===== src/hw/rtl/bascnd_pkg.sv =====
// ---------------------------------------------------------------------------
// bascnd_pkg
// Shared widths, constants and types of the bridge ADC sample conditioner.
// ---------------------------------------------------------------------------
`default_nettype none

package bascnd_pkg;

    localparam int RAW_W     = 24;
    localparam int LEVEL_W   = 11;
    localparam int GAIN_W    = 16;
    localparam int TLOW_W    = 13;
    localparam int HELD_W    = 23;
    localparam int DIVD_W    = 37;
    localparam int STEP_W    = 6;
    localparam int CNT_W     = 8;
    localparam int CFG_IDX_W = 1;

    localparam logic [RAW_W-1:0]   ZERO_MID     = 24'h800000;
    localparam int                 SAMPLE_SHIFT = 10;
    localparam logic [9:0]         DIR_SCALE    = 10'd1000;
    localparam logic [13:0]        RANGE_SCALE  = 14'd10000;
    localparam logic [GAIN_W-1:0]  DIR_DEFAULT  = 16'd1000;
    localparam logic [GAIN_W-1:0]  RANGE_DEFAULT = 16'd10000;
    localparam logic [DIVD_W-1:0]  CLAMP_LIMIT  = 37'd1368;
    localparam logic [LEVEL_W-1:0] CLAMP_VALUE  = 11'd1268;
    localparam logic [HELD_W-1:0]  HELD_MAX     = 23'd8191000;

    localparam logic [STEP_W-1:0]  STEPS_DIR    = 6'd23;
    localparam logic [STEP_W-1:0]  STEPS_RANGE  = 6'd37;

    localparam logic [CFG_IDX_W-1:0] CFG_DIR_GAIN   = 1'd0;
    localparam logic [CFG_IDX_W-1:0] CFG_RANGE_GAIN = 1'd1;

    typedef struct packed {
        logic              start;
        logic [STEP_W-1:0] steps;
    } t_div_req;

endpackage

`default_nettype wire


===== src/hw/rtl/bascnd_if.sv =====
// ---------------------------------------------------------------------------
// bascnd_if
// Valid/ready channels carrying input samples and output levels.
// ---------------------------------------------------------------------------
`default_nettype none

interface bascnd_in_if;
    logic                         valid;
    logic                         ready;
    logic [bascnd_pkg::RAW_W-1:0] raw_sample;

    modport source (output valid, output raw_sample, input ready);
    modport sink   (input valid, input raw_sample, output ready);
endinterface

interface bascnd_out_if;
    logic                           valid;
    logic                           ready;
    logic [bascnd_pkg::LEVEL_W-1:0] level;
    logic                           clamped;

    modport source (output valid, output level, output clamped, input ready);
    modport sink   (input valid, input level, input clamped, output ready);
endinterface

`default_nettype wire


===== src/hw/rtl/bridge_adc_sample_conditioner_core.sv =====
// ---------------------------------------------------------------------------
// bridge_adc_sample_conditioner_core
// Phase/stability tracking and two-stage calibration of bridge ADC samples.
// ---------------------------------------------------------------------------
//  channel   dir  width  content
//  i_in      in   24     raw_sample
//  o_out     out  11+1   level, clamped
//  i_cfg_*   in   1/16   dir_gain, range_gain writes
//
//  A phase-0 beat is discarded and the block stays idle. A processed beat
//  makes one pass through the shared one-bit-per-cycle divider (37 steps),
//  or two (23 and 37 steps) with the first division, plus load and issue.
//  Reset is synchronous; gains return to 1000 and 10000.
//  The output register holds a result while o_out is stalled; the next beat
//  is taken meanwhile and waits only at its own result.
// ---------------------------------------------------------------------------
`default_nettype none

module bridge_adc_sample_conditioner_core (
    input  wire logic                                 i_clk,
    input  wire logic                                 i_rst_n,
    bascnd_in_if.sink                                 i_in,
    bascnd_out_if.source                              o_out,
    input  wire logic                                 i_cfg_we,
    input  wire logic [bascnd_pkg::CFG_IDX_W-1:0]     i_cfg_idx,
    input  wire logic [bascnd_pkg::GAIN_W-1:0]        i_cfg_data
);

    localparam logic [2:0] S_IDLE = 3'd0;
    localparam logic [2:0] S_LD1  = 3'd1;
    localparam logic [2:0] S_DIV1 = 3'd2;
    localparam logic [2:0] S_LD2  = 3'd3;
    localparam logic [2:0] S_DIV2 = 3'd4;
    localparam logic [2:0] S_PUT  = 3'd5;

    logic [2:0]                       r_state, n_state;
    logic [bascnd_pkg::GAIN_W-1:0]    r_dir_gain, r_range_gain;
    logic [1:0]                       r_phase;
    logic [bascnd_pkg::CNT_W-1:0]     r_stable, r_unstable;
    logic [bascnd_pkg::CNT_W-1:0]     n_stable, n_unstable;
    logic [bascnd_pkg::HELD_W-1:0]    r_held;
    logic [bascnd_pkg::TLOW_W-1:0]    r_tlow;
    logic                             r_out_valid;
    logic [bascnd_pkg::LEVEL_W-1:0]   r_level;
    logic                             r_clamped;

    logic [bascnd_pkg::RAW_W-1:0]     t_full;
    logic [13:0]                      t_val;
    logic                             accept;
    logic                             put;
    logic [bascnd_pkg::GAIN_W-1:0]    dg, rg;
    logic [bascnd_pkg::HELD_W-1:0]    prod1;
    logic [bascnd_pkg::DIVD_W-1:0]    prod2;
    bascnd_pkg::t_div_req             div_req;
    logic [bascnd_pkg::DIVD_W-1:0]    div_dividend;
    logic [bascnd_pkg::GAIN_W-1:0]    div_divisor;
    logic                             div_busy;
    logic [bascnd_pkg::DIVD_W-1:0]    div_quot;
    logic                             over;

    assign t_full = (i_in.raw_sample ^ bascnd_pkg::ZERO_MID) >> bascnd_pkg::SAMPLE_SHIFT;
    assign t_val  = t_full[13:0];
    assign accept = i_in.valid && i_in.ready;
    assign put    = (r_state == S_PUT) && (!r_out_valid || o_out.ready);

    assign dg = (r_dir_gain == '0) ? bascnd_pkg::DIR_DEFAULT : r_dir_gain;
    assign rg = (r_range_gain == '0) ? bascnd_pkg::RANGE_DEFAULT : r_range_gain;

    assign prod1 = bascnd_pkg::HELD_W'(r_tlow) * bascnd_pkg::HELD_W'(bascnd_pkg::DIR_SCALE);
    assign prod2 = bascnd_pkg::DIVD_W'(r_held) * bascnd_pkg::DIVD_W'(bascnd_pkg::RANGE_SCALE);

    always_comb begin
        div_req.start = 1'b0;
        div_req.steps = bascnd_pkg::STEPS_RANGE;
        div_dividend  = prod2;
        div_divisor   = rg;
        if (r_state == S_LD1) begin
            div_req.start = 1'b1;
            div_req.steps = bascnd_pkg::STEPS_DIR;
            div_dividend  = {prod1, {(bascnd_pkg::DIVD_W - bascnd_pkg::HELD_W){1'b0}}};
            div_divisor   = dg;
        end else if (r_state == S_LD2) begin
            div_req.start = 1'b1;
        end
    end

    bascnd_div u_div (
        .i_clk      (i_clk),
        .i_rst_n    (i_rst_n),
        .i_req      (div_req),
        .i_dividend (div_dividend),
        .i_divisor  (div_divisor),
        .o_busy     (div_busy),
        .o_quot     (div_quot)
    );

    assign over = (div_quot > bascnd_pkg::CLAMP_LIMIT);

    always_comb begin
        n_stable   = r_stable;
        n_unstable = r_unstable;
        if (t_val[13]) begin
            n_unstable = '0;
            n_stable   = r_stable + 1'b1;
        end else begin
            n_unstable = r_unstable + 1'b1;
        end
    end

    always_comb begin
        n_state = r_state;
        unique case (r_state)
            S_IDLE: begin
                if (accept && (r_phase != 2'd0)) begin
                    n_state = (t_val[13] && (n_stable > 8'd1)) ? S_LD1 : S_LD2;
                end
            end
            S_LD1:  n_state = S_DIV1;
            S_DIV1: if (!div_busy) n_state = S_LD2;
            S_LD2:  n_state = S_DIV2;
            S_DIV2: if (!div_busy) n_state = S_PUT;
            S_PUT:  if (put) n_state = S_IDLE;
            default: n_state = S_IDLE;
        endcase
    end

    always_ff @(posedge i_clk) begin
        if (!i_rst_n) begin
            r_state      <= S_IDLE;
            r_dir_gain   <= bascnd_pkg::DIR_DEFAULT;
            r_range_gain <= bascnd_pkg::RANGE_DEFAULT;
            r_phase      <= 2'd0;
            r_stable     <= '0;
            r_unstable   <= '0;
            r_held       <= '0;
            r_out_valid  <= 1'b0;
        end else begin
            r_state <= n_state;
            if (i_cfg_we) begin
                unique case (i_cfg_idx)
                    bascnd_pkg::CFG_DIR_GAIN:   r_dir_gain   <= i_cfg_data;
                    bascnd_pkg::CFG_RANGE_GAIN: r_range_gain <= i_cfg_data;
                    default: ;
                endcase
            end
            if (accept) begin
                if (r_phase == 2'd0) begin
                    r_phase <= 2'd1;
                end else begin
                    if (r_phase == 2'd3) begin
                        r_phase    <= 2'd0;
                        r_stable   <= '0;
                        r_unstable <= '0;
                    end else begin
                        r_phase    <= r_phase + 2'd1;
                        r_stable   <= n_stable;
                        r_unstable <= n_unstable;
                    end
                    if (!t_val[13] && (n_unstable > 8'd1)) begin
                        r_held <= '0;
                    end
                end
            end
            if ((r_state == S_DIV1) && !div_busy) begin
                r_held <= div_quot[bascnd_pkg::HELD_W-1:0];
            end
            if (put) begin
                r_out_valid <= 1'b1;
            end else if (o_out.ready) begin
                r_out_valid <= 1'b0;
            end
        end
    end

    always_ff @(posedge i_clk) begin
        if (accept) begin
            r_tlow <= t_val[bascnd_pkg::TLOW_W-1:0];
        end
        if (put) begin
            r_level   <= over ? bascnd_pkg::CLAMP_VALUE : div_quot[bascnd_pkg::LEVEL_W-1:0];
            r_clamped <= over;
        end
    end

    assign i_in.ready    = (r_state == S_IDLE);
    assign o_out.valid   = r_out_valid;
    assign o_out.level   = r_level;
    assign o_out.clamped = r_clamped;

    a_idle_div_quiet: assert property (@(posedge i_clk) disable iff (!i_rst_n)
        (r_state == S_IDLE) |-> !div_busy)
        else $error("divider busy while idle");

    a_held_range: assert property (@(posedge i_clk) disable iff (!i_rst_n)
        r_held <= bascnd_pkg::HELD_MAX)
        else $error("held value out of range");

    a_put_fills: assert property (@(posedge i_clk) disable iff (!i_rst_n)
        put |=> r_out_valid)
        else $error("result not registered");

    a_window_clear: assert property (@(posedge i_clk) disable iff (!i_rst_n)
        (r_phase == 2'd0) |-> ((r_stable == '0) && (r_unstable == '0)))
        else $error("counters not cleared at window start");

    a_div_started: assert property (@(posedge i_clk) disable iff (!i_rst_n)
        ((r_state == S_LD1) || (r_state == S_LD2)) |=> div_busy)
        else $error("divider did not start");

endmodule

`default_nettype wire


===== src/hw/rtl/bascnd_div.sv =====
// ---------------------------------------------------------------------------
// bascnd_div
// Shared restoring divider, one quotient bit per cycle, MSB-aligned dividend.
// ---------------------------------------------------------------------------
`default_nettype none

module bascnd_div (
    input  wire logic                           i_clk,
    input  wire logic                           i_rst_n,
    input  wire bascnd_pkg::t_div_req           i_req,
    input  wire logic [bascnd_pkg::DIVD_W-1:0]  i_dividend,
    input  wire logic [bascnd_pkg::GAIN_W-1:0]  i_divisor,
    output logic                                o_busy,
    output logic [bascnd_pkg::DIVD_W-1:0]       o_quot
);

    logic [bascnd_pkg::DIVD_W-1:0] r_d, n_d;
    logic [bascnd_pkg::GAIN_W-1:0] r_rem, n_rem;
    logic [bascnd_pkg::GAIN_W-1:0] r_div;
    logic [bascnd_pkg::STEP_W-1:0] r_cnt, n_cnt;
    logic [bascnd_pkg::GAIN_W:0]   trial;
    logic [bascnd_pkg::GAIN_W:0]   diff;
    logic                          qbit;

    always_comb begin
        trial = {r_rem, r_d[bascnd_pkg::DIVD_W-1]};
        diff  = trial - {1'b0, r_div};
        qbit  = (trial >= {1'b0, r_div});
        n_d   = r_d;
        n_rem = r_rem;
        n_cnt = r_cnt;
        if (i_req.start) begin
            n_d   = i_dividend;
            n_rem = '0;
            n_cnt = i_req.steps;
        end else if (r_cnt != '0) begin
            n_d   = {r_d[bascnd_pkg::DIVD_W-2:0], qbit};
            n_rem = qbit ? diff[bascnd_pkg::GAIN_W-1:0] : trial[bascnd_pkg::GAIN_W-1:0];
            n_cnt = r_cnt - 1'b1;
        end
    end

    always_ff @(posedge i_clk) begin
        if (!i_rst_n) begin
            r_cnt <= '0;
        end else begin
            r_cnt <= n_cnt;
        end
        r_d   <= n_d;
        r_rem <= n_rem;
        if (i_req.start) begin
            r_div <= i_divisor;
        end
    end

    assign o_busy = (r_cnt != '0);
    assign o_quot = r_d;

endmodule

`default_nettype wire


===== src/flat_wrapper.sv =====
// flat-port wrapper written by rule: the top's interface ports become plain ports
module bridge_adc_sample_conditioner_core_flat 
  (i_clk, i_rst_n, i_cfg_we, i_cfg_idx, i_cfg_data, i_in_valid, i_in_raw_sample, i_in_ready, o_out_valid, o_out_level, o_out_clamped, o_out_ready);
  bascnd_in_if i_in_i ();
  bascnd_out_if o_out_i ();
  input  wire logic i_clk;
  input  wire logic i_rst_n;
  input  wire logic i_cfg_we;
  input  wire logic [bascnd_pkg::CFG_IDX_W-1:0] i_cfg_idx;
  input  wire logic [bascnd_pkg::GAIN_W-1:0] i_cfg_data;
  input wire logic [$bits(i_in_i.valid)-1:0] i_in_valid;
  input wire logic [$bits(i_in_i.raw_sample)-1:0] i_in_raw_sample;
  output wire logic [$bits(i_in_i.ready)-1:0] i_in_ready;
  output wire logic [$bits(o_out_i.valid)-1:0] o_out_valid;
  output wire logic [$bits(o_out_i.level)-1:0] o_out_level;
  output wire logic [$bits(o_out_i.clamped)-1:0] o_out_clamped;
  input wire logic [$bits(o_out_i.ready)-1:0] o_out_ready;
  assign i_in_i.valid = i_in_valid;
  assign i_in_i.raw_sample = i_in_raw_sample;
  assign i_in_ready = i_in_i.ready;
  assign o_out_valid = o_out_i.valid;
  assign o_out_level = o_out_i.level;
  assign o_out_clamped = o_out_i.clamped;
  assign o_out_i.ready = o_out_ready;
  bridge_adc_sample_conditioner_core u_core (.i_clk(i_clk), .i_rst_n(i_rst_n), .i_in(i_in_i), .o_out(o_out_i), .i_cfg_we(i_cfg_we), .i_cfg_idx(i_cfg_idx), .i_cfg_data(i_cfg_data));
endmodule

===== config.mk =====
export PLATFORM = sky130hd
export DESIGN_NAME = bridge_adc_sample_conditioner_core_flat
export DESIGN_NICKNAME = d
export VERILOG_FILES = /design/src/hw/rtl/bascnd_pkg.sv /design/src/hw/rtl/bascnd_if.sv /design/src/hw/rtl/bridge_adc_sample_conditioner_core.sv /design/src/hw/rtl/bascnd_div.sv /design/src/flat_wrapper.sv
export SDC_FILE = /design/constraint.sdc
export NUM_CORES = 1
export LEC_CHECK = 0
export CAP_MARGIN = 15
export CORE_MARGIN = 2
export CORE_UTILIZATION = 45
export CTS_BUF_LIST = sky130_fd_sc_hd__clkbuf_4 sky130_fd_sc_hd__clkbuf_8
export DETAILED_ROUTE_END_ITERATION = 10
export DONT_BUFFER_PORTS = 1
export GPL_TIMING_DRIVEN = 0
export PLACE_DENSITY = 0.59
export SYNTH_ARGS = -nofsm -noshare
export SYNTH_HDL_FRONTEND = slang
export SYNTH_HIERARCHICAL = 1
export SYNTH_SLANG_ARGS = --single-unit

===== constraint.sdc =====
create_clock -name i_clk -period 4.6 [get_ports i_clk]
set_input_delay 0.46 -clock i_clk [delete_from_list [all_inputs] [get_ports i_clk]]
set_output_delay 0.46 -clock i_clk [all_outputs]
set_load 0.05 [all_outputs]

==> summary.txt, run 1 <==
Outcome
  – Status: finished with violations
  – Failing checks: negative setup slack

Synthesis
  – Seq cells post-synth: 177
  – Largest family of logic cells by synthesized area: adder cells
  – Post-synth cell types: 86
  – Avg Inst Size Synth: 9.35 um2
  – Post-synth EDFFs: 78
  – Adder-cell share of the synthesized area: 27.4%
  – Synthesized cell area: 0.0145 mm2
  – XOR/XNOR Fraction of Synth Area: 2.83%
  – Synth warnings: 6
  – Top_reg_cell synth: dfxtp_1
  – Post-synthesis sequential area ratio: 29.7%
  – Mapped Cells: 1556
  – Simple-gate portion of the synthesized area: 14.1%
  – Synth Area in Compound Gates: 14.0%
  – Post-synthesis mux area share: 3.91%
  – Post-synthesis async set-or-reset flop share: 0%

Min path
  – Worst Hold Class: in -> reg
  – Hold endpoint: u_core/r_dir_gain[9]
  – Hold Crit Depth: 1
  – Hold Startpoint: i_rst_n

Routing
  – Routed WL per cell: 17.5 um
  – Via-per-instance ratio: 5.47
  – DRC Markers: 0
  – Met2 WL: 16100 um
  – Initial DRC Count: 673
  – Antenna Nets Post-Route: 0
  – M1 WL: 17900 um
  – Highest routed layer: met5
  – Drt first pass iters: 5
  – Routed wire length: 36200 um
  – Vias: 11300
  – Routed wl met3: 1610 um

Worst setup path
  – Crit Path Category: reg -> reg
  – Critical Path RT: 4.84 ns
  – Crit-path cells: inv_6 > fa_1 > inv_1 > ha_1 > inv_2 > fa_1 > inv_1 > ha_1 > inv_1 > fa_1 > inv_2 > ha_4 > a21oi_4 > o211ai_1 > nand3_2 > and4_4 > o31ai_4 > a21oi_2 > xor2_2 > a21oi_2 > mux2_4
  – Critical path's largest stage delay: 0.52 ns
  – CP endpoint kind: flop
  – WP buf/inv: 6
  – Reg2reg start: u_core/r_held[4]
  – CP max FO: 3
  – CP Launch Point: u_core/r_held[4]
  – Critical path's slowest cell: fa_1
  – Reg2reg path depth: 21
  – Crit. path cell count: 21
  – Crit path max-delay family: adder cells
  – RR Endpoint: u_core/u_div/o_quot[28]
  – Critical Path AT: 5.09 ns
  – R2R Setup Slk: -0.25 ns
  – CP Launch Type: flop

STA
  – Skew final: 0.0181 ns
  – RSZ-0062 raised after global routing: yes
  – Final setup violation count: 19
  – Period utilisation layout: 105%
  – Worst hold slack: 0.0470 ns
  – Max_slew headroom: 28.3%
  – Fin worst setup slack: -0.250 ns
  – Tmin final: 4.85 ns
  – Slew Limit Fails: 0
  – Fmax: 206 MHz
  – Final Hold Viols: 0
  – Worst-Margin Slew: 1.07 ns

Placed design
  – Place WS: -0.643 ns
  – IO Port Bufs: 0
  – GPL Wtd Cong: 0.886
  – DP Area: 0.0153 mm2
  – HPWL Detailed: 27500 um
  – Dpl cells: 1964

GRT
  – Initial antenna violation count: 1
  – Largest net degree at the start of global routing: 38
  – Vias in the first global route: 10800
  – Global route overflow: 0
  – GR Util All Layers: 21.8%
  – First-pass GRT wire length: 57600 um

Layout
  – Layout cells sized above 1: 21.9%
  – Design Area, Final: 0.0171 mm2
  – Register Area: 0.00440 mm2
  – Cell Count, Final, Fillers Out: 2065
  – Number of fill cells: 2899
  – Area grow syn2layout: 17.4%
  – ANT cells: 0
  – Nets@finish: 1955
  – Area of the multi-input gates: 0.0100 mm2

Floorplan
  – Die area: 0.0338 mm2
  – Core area: 0.0317 mm2
  – # rows: 65
  – Initial Utilization: 45.9%
  – Die height: 184 um
  – IO Pins: 60
  – Die Wd: 184 um

Clock tree
  – Reg clk slew, reported paths: 0.10 ns
  – Worst skew pair latency: 0.48 ns
  – Htree depth: 4
  – Clk root buf: clkbuf_8
  – Number of CTS-inserted buffers: 17
  – Maximum clock insertion buffer count: 2
  – Clk sinks: 177
  – CTS tree: done

Flow run
  – # Max-Cap Violations: 0
## metal layers
layer / vias to the layer above / GRT usage, %
met5: - / 0
met4: 2 / 5.38
met3: 29 / 3.17
met2: 249 / 33.7
met1: 5531 / 32.2
li1: 5492 / -
## worst reg2reg max path, cell delays in order, from the launching register on
cell      delay [ns]
dfxtp_4         0.39
inv_6           0.05
fa_1            0.52
inv_1           0.04
ha_1            0.28
inv_2           0.04
fa_1            0.52
inv_1           0.04
ha_1            0.26
inv_1           0.04
fa_1            0.50
inv_2           0.05
ha_4            0.17
a21oi_4         0.16
o211ai_1        0.23
nand3_2         0.19
and4_4          0.25
o31ai_4         0.08
a21oi_2         0.19
xor2_2          0.26
a21oi_2         0.09
mux2_4          0.27
## state kept, by name (all words and copies together) (netlist names)
name                  cells
u_core/r_state            3
u_core/r_unstable         8
u_core/r_held            23
u_core/o_out.clamped      1
u_core/r_stable           8
u_core/o_out.level       11
u_core/r_tlow            13
u_core/u_div/r_rem       16
u_core/r_range_gain      16
u_core/r_dir_gain        16
u_core/u_div/o_quot      37
u_core/u_div/r_cnt        6
u_core/o_out.valid        1
u_core/r_phase            2
u_core/u_div/r_div       16
## cell usage in the layout, fill, tap and decap left out, types with 19 or more instances in the layout
| cell | n |
|---|---|
| inv_1 | 206 |
| nand2_1 | 141 |
| ha_1 | 128 |
| fa_1 | 96 |
| a21oi_1 | 87 |
| nor2_1 | 85 |
| edfxtp_1 | 78 |
| dfxtp_1 | 78 |
| buf_4 | 68 |
| clkbuf_1 | 38 |
| o21ai_0 | 38 |
| mux2_2 | 31 |
| ha_4 | 29 |
| inv_2 | 25 |
| nand3_1 | 25 |
| xnor2_1 | 24 |
| a211oi_1 | 22 |
| a22o_2 | 21 |
| clkbuf_8 | 19 |
| nor3_1 | 19 |
## cell usage after synthesis (all sizes together) (13+ instances only)
cell	instances	area (um2)
o21ai	61	309
mux2i	13	130
edfxtp	78	2340
xnor2	29	254
nand2	146	548
nor2	87	327
nor2b	18	113
xor2	18	158
nor4	18	119
clkbuf	42	173
and3	16	116
dfxtp	99	1980
a21oi	101	513
a22o	29	280
a21o	13	97.6
fa	99	1980
ha	160	2000
nand3	27	140
mux2	39	439
a211oi	25	193
inv	244	916
nor3	24	125
## what timing repair did
action                                 in CTS  in global routing
pin swaps                                  68                 55
endpoints found under the hold margin       0                  0
setup endpoints to repair                  19                 19
hold buffers                                0                  0
resized for setup                         126                 62
buffers inserted                           55                 16
## area by class of cell
cell class / instances / share of cell area (%)
clock buffers: 20 / 1.54
multi-input cells: 1087 / 58.6
inverters: 245 / 5.63
well taps: 402 / 2.95
plain buffers: 51 / 1.41
flip-flops and latches: 177 / 25.7
repair buffers: 71 / 3.30
clock inverters: 12 / 0.857
## per-stage QoR
step / TNS [ns] / util, %
after floorplan: 0 / -
after global placement: -7.24 / 48.2
after detailed placement: -8.24 / 48.3
after CTS: -1.96 / 52.5
after global routing: -5.30 / 53.8
final: -2.87 / 53.8
## worst max-delay path by stage
stage / endpoint
6_report: u_core/u_div/o_quot[28]
5_1_grt: u_core/u_div/o_quot[26]
4_1_cts: u_core/u_div/o_quot[36]
3_5_place_dp: u_core/u_div/o_quot[36]
3_3_place_gp: u_core/u_div/o_quot[28]
2_1_floorplan: u_core/u_div/o_quot[35]
## logic make-up (layout without fill, tap and decap cells)
kind of cell / after synthesis / in the layout
buf+inv: 297 / 399
xor+xnor: 47 / 47
fa+ha+maj: 259 / 259
flops: 177 / 177
other cells: 2 / 7
mux: 52 / 52
simple gates: 417 / 417
compound gates: 305 / 305
Power of run 1 is left out: the tool's default activity adds up to more than one toggle a clock period on the data nets, which glitch-free logic cannot reach.
==> run 2, diff against run 1 <==
RECOVER_POWER = 100   (was default)
==> run 2 against run 1 <==
The run ends with max-capacitance violations, max-slew violations, negative setup slack left. Global-route usage did not move. Utilization fell by 0.25 points. Critical path depth did not move. Critical path type unchanged. Critical endpoint unchanged.
==> summary.txt, run 2 (same netlist as run 1, synthesis figures left out) <==
Clock tree
  – # hold bufs at CTS: 0 (unchanged)
  – Number of CTS-inserted buffers: 17 (unchanged)
  – Clk root buf: clkbuf_8 (unchanged)
  – Htree depth: 4 (unchanged)
  – Clk sinks: 177 (unchanged)
  – Reg clk slew, reported paths: 0.10 ns (about the same)
  – CTS tree: done (unchanged)
  – Maximum clock insertion buffer count: 2 (unchanged)
  – Worst skew pair latency: 0.49 ns (was 0.48 ns)

GRT
  – Largest net degree at the start of global routing: 38 (unchanged)
  – Initial antenna violation count: 1 (unchanged)
  – GR Util All Layers: 21.8% (unchanged)
  – Vias in the first global route: 10800 (unchanged)
  – First-pass GRT wire length: 57600 um (unchanged)
  – Global route overflow: 0 (unchanged)

Floorplan
  – Die area: 0.0338 mm2 (unchanged)
  – # rows: 65 (unchanged)
  – Die Wd: 184 um (unchanged)
  – IO Pins: 60 (unchanged)
  – Core area: 0.0317 mm2 (unchanged)
  – Die height: 184 um (unchanged)
  – Initial Utilization: 45.9% (unchanged)

Outcome
  – Status: finished with violations (unchanged)
  – Failing checks: max-capacitance violations, max-slew violations, negative setup slack (was negative setup slack)

Worst setup path
  – CP Launch Point: u_core/r_held[4] (unchanged)
  – CP Launch Type: flop (unchanged)
  – Crit path to: u_core/u_div/o_quot[28] (unchanged)
  – R2R Setup Slk: -0.25 ns (about the same)
  – Reg2reg start: u_core/r_held[4] (unchanged)
  – Crit. path cell count: 21 (unchanged)
  – Critical Path AT: 5.08 ns (was 5.09 ns)
  – Critical path's largest stage delay: 0.52 ns (about the same)
  – Critical Path RT: 4.84 ns (about the same)
  – Crit path max-delay family: adder cells (unchanged)
  – RR Endpoint: u_core/u_div/o_quot[28] (unchanged)
  – Crit Path Category: reg -> reg (unchanged)
  – CP endpoint kind: flop (unchanged)
  – WP buf/inv: 6 (unchanged)
  – CP max FO: 3 (unchanged)
  – Critical path's slowest cell: fa_1 (unchanged)
  – Reg2reg path depth: 21 (unchanged)
  – Crit-path cells: inv_6 > fa_1 > inv_1 > ha_1 > inv_2 > fa_1 > inv_1 > ha_1 > inv_1 > fa_1 > inv_2 > ha_4 > a21oi_4 > o211ai_1 > nand3_2 > and4_4 > o31ai_4 > a21oi_2 > xor2_2 > a21oi_2 > mux2_4 (unchanged)

Placed design
  – Dpl cells: 1964 (unchanged)
  – GPL Wtd Cong: 0.886 (unchanged)
  – IO Port Bufs: 0 (unchanged)
  – DP Area: 0.0153 mm2 (unchanged)
  – Place WS: -0.643 ns (unchanged)
  – HPWL Detailed: 27500 um (unchanged)

Layout
  – Number of fill cells: 2913 (was 2899)
  – Layout cells sized above 1: 21.0% (was 21.9%)
  – Most common cell after layout, fill and taps aside: inv_1 (unchanged)
  – ANT cells: 0 (unchanged)
  – Register Area: 0.00440 mm2 (unchanged)
  – Max FFs per register: 37 (unchanged)
  – Most frequent cells in the layout: inv_1, nand2_1, ha_1, fa_1, a21oi_1 (unchanged)
  – Cell Count, Final, Fillers Out: 2065 (unchanged)
  – Design Area, Final: 0.0170 mm2 (was 0.0171 mm2)
  – Area of the multi-input gates: 0.00995 mm2 (was 0.0100 mm2)
  – Nets@finish: 1955 (unchanged)
  – Area grow syn2layout: 16.9% (was 17.4%)

STA
  – Worst hold slack: 0.0460 ns (was 0.0470 ns)
  – RSZ-0062 raised after global routing: yes (unchanged)
  – Max_slew headroom: -12.6% (was 28.3%)
  – Fin worst setup slack: -0.249 ns (was -0.250 ns)
  – Skew final: 0.0197 ns (was 0.0181 ns)
  – Fmax: 206 MHz (about the same)
  – Final Hold Viols: 0 (unchanged)
  – Slew Limit Fails: 40 (was 0)
  – Tmin final: 4.85 ns (about the same)
  – Period utilisation layout: 105% (about the same)
  – Worst-Margin Slew: 1.68 ns (was 1.07 ns)
  – Final setup violation count: 19 (unchanged)

Routing
  – DRC Markers: 0 (unchanged)
  – Vias: 11300 (about the same)
  – Routed wire length: 36200 um (about the same)
  – Drt first pass iters: 5 (unchanged)
  – Initial DRC Count: 717 (was 673)
  – Via-per-instance ratio: 5.48 (was 5.47)
  – Antenna Nets Post-Route: 0 (unchanged)
  – Routed WL per cell: 17.5 um (about the same)

Min path
  – Worst Hold Class: in -> reg (unchanged)

Flow run
  – # Max-Cap Violations: 2 (was 0)
run 2: cell count changes in the layout (fill, tap and decap cells not counted), sizes merged:
| cell | previous run | this run |
|---|---|---|
| buf | 81 | 76 |
| clkbuf | 61 | 66 |
run 2: stage by stage:
stage | utilization (%) | setup TNS, ns
3_3_place_gp | 48.2 | -7.24
6_report | 53.6 | -2.80
5_1_grt | 53.6 | -5.30
3_5_place_dp | 48.3 | -8.24
2_1_floorplan | - | 0
4_1_cts | 52.5 | -1.96
run 2: routing by layer:
metal | track usage (%) | routed length [um] | vias to the layer above
met4 | 5.38 | 597 | 2
met3 | 3.17 | 1560 | 34
li1 | - | - | 5494
met1 | 32.2 | 18000 | 5539
met5 | 0 | 10 | -
met2 | 33.7 | 16100 | 251
run 2: what timing repair did:
item                                    CTS  global route
resized for setup                       126            62
endpoints found under the hold margin     0             0
pin swaps                                68            55
buffers inserted                         55            16
gates cloned                              0             0
endpoints found under the setup margin   19            19
run 2: worst min path at each step:
stage                     cells after the start                    start                      end  slack, ns
after global routing                          1                  i_rst_n     u_core/r_dir_gain[9]       0.03
after CTS                                     1                  i_rst_n     u_core/r_dir_gain[9]       0.01
after floorplan                               2  u_core/r_range_gain[11]  u_core/r_range_gain[11]       0.45
final                                         1                  i_rst_n     u_core/r_dir_gain[9]       0.05
after detailed placement                      2     u_core/r_dir_gain[4]     u_core/r_dir_gain[4]       0.47
after global placement                        2  u_core/r_range_gain[11]  u_core/r_range_gain[11]       0.47
run 2: area by class of cell:
cell class                      instances  area share, %
Timing Repair Buffer                   71           3.32
Buffer                                 51           1.24
Multi-Input combinational cell       1087           58.6
Tap cell                              402           2.96
Clock inverter                         12          0.861
Clock buffer                           20           1.55
Sequential cell                       177           25.9
Inverter                              245           5.66
Power of run 2 is left out for the same reason.
